### config.mk
export PLATFORM = sky130hd
export DESIGN_NAME = tbn_div
export DESIGN_NICKNAME = d
export VERILOG_FILES = /design/src/design/tbn_pkg.sv /design/src/design/tbn_div.sv
export SDC_FILE = /design/constraint.sdc
export NUM_CORES = 2
export LEC_CHECK = 0
export ABC_CLOCK_PERIOD_IN_PS = 6300
export BUFFER_PORTS_ARGS = -buffer_cell sky130_fd_sc_hd__buf_2
export CAP_MARGIN = 20
export CORE_ASPECT_RATIO = 1.1
export CORE_MARGIN = 2
export CORE_UTILIZATION = 40
export CTS_CLUSTER_SIZE = 12
export DETAILED_ROUTE_END_ITERATION = 8
export GPL_TIMING_DRIVEN = 0
export PLACE_DENSITY = 0.52
export SETUP_SLACK_MARGIN = 0.4
export SYNTH_ARGS = -nofsm -noshare
export SYNTH_HDL_FRONTEND = slang
export SYNTH_SLANG_ARGS = --single-unit
### constraint.sdc
create_clock -name clock -period 6.3 [get_ports clock]
set_clock_uncertainty 0.15 [all_clocks]
set_input_delay 0.63 -clock clock [delete_from_list [all_inputs] [get_ports clock]]
set_output_delay 0.63 -clock clock [all_outputs]
set_load 0.03 [all_outputs]
### src/design/tbn_pkg.sv
// ----------------------------------------------------------------------------
// Triangle box and normal: shared constants
// Default widths and the fixed widths of the normalized cross-product path.
// ----------------------------------------------------------------------------
package tbn_pkg;

   localparam int COORD_BITS_DEF  = 24;
   localparam int NORMAL_FRAC_DEF = 14;

   // Normalized cross-product magnitudes carry their top bit at bit 29.
   localparam int M_BITS      = 30;
   localparam int RAD_BITS    = 2 * M_BITS + 2;
   localparam int ROOT_BITS   = RAD_BITS / 2;
   localparam int SQRT_STAGES = ROOT_BITS;

endpackage

### src/design/tbn_div.sv
// ----------------------------------------------------------------------------
// Triangle box and normal: pipelined rounding divider
// Computes (m * 2^FRAC_BITS + den / 2) / den with one quotient bit per stage.
// ----------------------------------------------------------------------------
module tbn_div #(
   parameter int FRAC_BITS = tbn_pkg::NORMAL_FRAC_DEF
) (
   input  logic                           clock,
   input  logic                           ce,
   input  logic [tbn_pkg::M_BITS-1:0]     num_m,
   input  logic [tbn_pkg::ROOT_BITS-1:0]  den,
   output logic [FRAC_BITS:0]             quot
);

   localparam int D_W   = tbn_pkg::ROOT_BITS;
   localparam int Q_W   = FRAC_BITS + 1;
   localparam int NUM_W = tbn_pkg::M_BITS + Q_W;

   logic [NUM_W-1:0] num_ff;
   logic [D_W-1:0]   den0_ff;
   logic [Q_W-1:0]   q_ff   [Q_W];
   logic [D_W-1:0]   rem_ff [Q_W-1];
   logic [Q_W-1:0]   lo_ff  [Q_W-1];
   logic [D_W-1:0]   den_ff [Q_W-1];

   always_ff @(posedge clock) begin
      if (ce) begin
         num_ff  <= (NUM_W'(num_m) << FRAC_BITS) + NUM_W'(den >> 1);
         den0_ff <= den;
      end
   end

   for (genvar j = 0; j < Q_W; j++) begin : g_stage
      logic [D_W-1:0] rem_src;
      logic [Q_W-1:0] lo_src;
      logic [Q_W-1:0] q_src;
      logic [D_W-1:0] den_src;
      logic [D_W:0]   acc;
      logic [D_W:0]   dext;
      logic           take;
      logic [D_W-1:0] rem_in;

      if (j == 0) begin : g_first
         assign rem_src = D_W'(num_ff[NUM_W-1:Q_W]);
         assign lo_src  = num_ff[Q_W-1:0];
         assign q_src   = '0;
         assign den_src = den0_ff;
      end else begin : g_next
         assign rem_src = rem_ff[j-1];
         assign lo_src  = lo_ff[j-1];
         assign q_src   = q_ff[j-1];
         assign den_src = den_ff[j-1];
      end

      assign acc    = {rem_src, lo_src[Q_W-1]};
      assign dext   = {1'b0, den_src};
      assign take   = (acc >= dext);
      assign rem_in = take ? D_W'(acc - dext) : acc[D_W-1:0];

      always_ff @(posedge clock) begin
         if (ce) begin
            q_ff[j] <= {q_src[Q_W-2:0], take};
         end
      end

      if (j < Q_W - 1) begin : g_keep
         always_ff @(posedge clock) begin
            if (ce) begin
               rem_ff[j] <= rem_in;
               lo_ff[j]  <= lo_src << 1;
               den_ff[j] <= den_src;
            end
         end
      end
   end

   assign quot = q_ff[Q_W-1];

endmodule

==> impl_metrics.ini <==
[run_status]
outcome = complete, no violations

[critical_path]
ff2ff_setup_slack_ns = 0.53
crit_type = register to register
cp_top_family = compound AO/OA/AOI/OAI gates
worst_path_max_delay_cell = o21ai_0
worstSetupEndpointType = register
cpMostUsedCell = o21ai_0
cp_max_fo = 10
cpPeakStageDelay_ns = 0.84
crit_path_cell_trace = inv_1, ha_1, fa_1, nor2b_1, o31a_1, o311ai_1, o21ai_0, a41o_1, o21ai_0, and2_1, buf_2, clkbuf_1, o21ai_0
critPathBufInv = 3
arrival_ns = 6.08
crit_required_ns = 6.61
cp-start-kind = register

[cts]
postCtsSetupRepairBufs = 0
cts_buffer_depth = 3
htreeDepth = 4
clkLatencyLatePin_ns = 0.77
numCtsBuffers = 132
path_clk_slew_ns = 0.05
cts_root_buffer = clkbuf_16
cts.sinks = 1050
cts_tree = yes

[yosys]
netlist_area_sq_um = 62100
synth.top_cell.area_share_pct = 50.8
synth_edf_count = 1050
synthTopCellsByArea = edfxtp_1 51%, ha_1 9.7%, a21oi_1 3.6%
yosysUniqueCellTypes = 88
synth_top_area_cell = edfxtp_1
syn_inst = 5632
ys.flop_type = edfxtp_1
synth_area_per_cell_sq_um = 11.0
ys_seq_area_share_pct = 50.8
yosysWarnings = 0
ys_ff_latch = 1050
synthArstFlopShare_pct = 0
syn_nets = 6191

[routing]
drtAntennaViolNets = 0
vias = 42400
detail_route.iter0.violations = 1312
routed_wl_um = 159000
viasPerCell = 5.26
drcViolationCount = 0
drt-pass1-iter-count = 5
wl_per_cell_um = 19.7

[global_routing]
grt_max_degree = 133
grt_pass1_wl_um = 245000
gr-total-overflow = 0
antenna_found_initial = 1
grtUsageTotal_pct = 20.1
first_global_vias = 45800

[run]
max_cap_viol_count = 0

[floorplan]
fp.dieW_um = 380
die_y_um = 417
placementRows = 151
core-area_sq_um = 154000
die_area_sq_um = 158000
start_util_pct = 40.3
pin_count = 78

[cells_and_area]
drive_gt1_share_pct = 9.00
final_cell_area_sq_um = 70000
diodes = 0
stdcell_count = 8063
area_delta_synth_final_pct = 12.8
nets = 6461

[timing]
worst_slew_pin_slew_ns = 1.20
slew_headroom_pct = 19.3
finalSetupViolations = 0
rsz0062_at_grt = no
fin_crit_ns = 5.77
finalHoldViolations = 0
finalCritPeriodShare_pct = 91.6
tns_ns = 0
clock.fmax_ghz = 0.173
layout_setup_ws_ns = 0.526
slew_violations = 0

[place]
placed_area_sq_um = 65300
hpwlAfterDp_um = 125000
port_buffers = 77
place_ws_ns = 0.521
place_inst = 7787
place.gp.congestion = 0.947

[power_and_ir_drop]
power_w = 0.0356
leakage_nw = 28.5
power_density_nw_per_um2 = 509
peakVddDrop_mv = 0.270

[worst_hold_path]
hp-class = primary input to register
[report_power, final]
part	switching (W)	total [W]	internal, W	leakage [nW]
Sequential	0.000915	0.0113	0.0104	10.3
Clock	0.00296	0.00740	0.00445	2.06
Combinational	0.00992	0.0169	0.00696	16.2
[worst paths after layout]
path / startpoint / end / depth (start not counted)
setup / recovery: den_ff[0][74]$_DFFE_PP_ / rem_ff[1][38]$_DFFE_PP_ / 13
hold / removal: num_m[27] / num_ff[41]$_DFFE_PP_ / 3
setup reg to reg: den_ff[0][74]$_DFFE_PP_ / rem_ff[1][38]$_DFFE_PP_ / 13
hold reg to reg: q_ff[5][2]$_DFFE_PP_ / q_ff[6][3]$_DFFE_PP_ / 0
[worst register-to-register path, stage by stage, from the launching register on]
cell and delay (ns):
edfxtp_1 0.39, inv_1 0.21, ha_1 0.23, fa_1 0.21, nor2b_1 0.07, o31a_1 0.29, o311ai_1 0.60, o21ai_0 0.33
a41o_1 0.40, o21ai_0 0.84, and2_1 0.42, buf_2 0.30, clkbuf_1 0.76, o21ai_0 0.25
[Yosys cell counts, drive strengths merged (24+ instances only)]
cell,instances
a211oi,44
nand4,69
a21oi,448
clkbuf,99
buf,33
nand3,95
ha,481
o21bai,44
nand2,414
nor2,276
xor2,145
inv,565
xnor2,237
nand2b,63
nor3,61
a31oi,51
mux2i,26
edfxtp,1050
and3,40
o21a,71
nor2b,71
o21ai,402
and2,24
a21o,236
o31ai,42
o211ai,29
mux2,208
[cells by family after synthesis]
| logic type | Yosys count | share of synthesized area (%) |
|---|---|---|
| AO/OA/AOI/OAI | 1553 | 15.8 |
| XOR/XNOR | 382 | 5.39 |
| adder cells (fa/ha/maj) | 496 | 10.2 |
| buffers and inverters | 697 | 4.31 |
| flip-flops | 1050 | 50.8 |
| multiplexers | 234 | 4.19 |
| AND/OR/NAND/NOR | 1220 | 9.39 |
[area by class of cell]
cell class	instances	area (sq um)
Clock buffer	158	3510
Sequential cell	1050	31500
Fill cell	14300	84100
Tap cell	2065	2580
Buffer	132	553
Inverter	565	2120
Clock inverter	72	711
Multi-Input combinational cell	3885	27900
Timing Repair Buffer	136	1100
[metrics by stage]
| step | util (%) | hold slack, ns |
|---|---|---|
| 2_1_floorplan | - | 0.250 |
| 3_3_place_gp | 42.2 | 0.250 |
| 6_report | 45.4 | 0.101 |
| 4_1_cts | 45.4 | 0.0352 |
| 5_1_grt | 45.4 | 0.0919 |
| 3_5_place_dp | 42.4 | 0.255 |
[state kept, by name, summed over array words and instances (netlist names)]
| name | count |
|---|---|
| den0_ff | 17 |
| den_ff | 434 |
| num_ff | 45 |
| q_ff | 120 |
| rem_ff | 434 |
[cells in the final DEF (no fill, tap or decap), drive strengths merged, types with 16 or more instances in the layout]
| master | n |
|---|---|
| and3 | 40 |
| inv | 571 |
| a31oi | 51 |
| buf | 123 |
| or3 | 19 |
| nand2 | 414 |
| nor2 | 276 |
| mux2i | 26 |
| a21oi | 448 |
| a21boi | 18 |
| nor2b | 71 |
| and4 | 16 |
| o31a | 21 |
| nand2b | 63 |
| nand4 | 69 |
| o21bai | 44 |
| a211o | 20 |
| a211oi | 44 |
| edfxtp | 1050 |
| o21ai | 402 |
| o211ai | 29 |
| o31ai | 42 |
| clkinv | 50 |
| xor2 | 145 |
| dlygate4sd3 | 45 |
| mux2 | 208 |
| nor3 | 61 |
| nand3 | 95 |
| o21a | 71 |
| xnor2 | 237 |
| a21o | 236 |
| clkbuf | 258 |
| or2 | 23 |
| and2 | 24 |
| ha | 481 |
[layer usage]
metal | up-vias | part of all wire (%) | global-route usage (%)
met1 | 20000 | 30 | 15.5
met5 | - | 0 | 0
met4 | 0 | 7.4 | 14.1
li1 | 21200 | - | -
met2 | 708 | 60 | 43.7
met3 | 422 | 2.3 | 2.57
[timing repair]
action / 4_1_cts / 5_1_grt
hold buffers: 45 / 0
gates resized for setup: 0 / 1
endpoints found under the hold margin: 45 / 0
setup endpoints to repair: 0 / 10
Power figures use the tool's default switching activity.
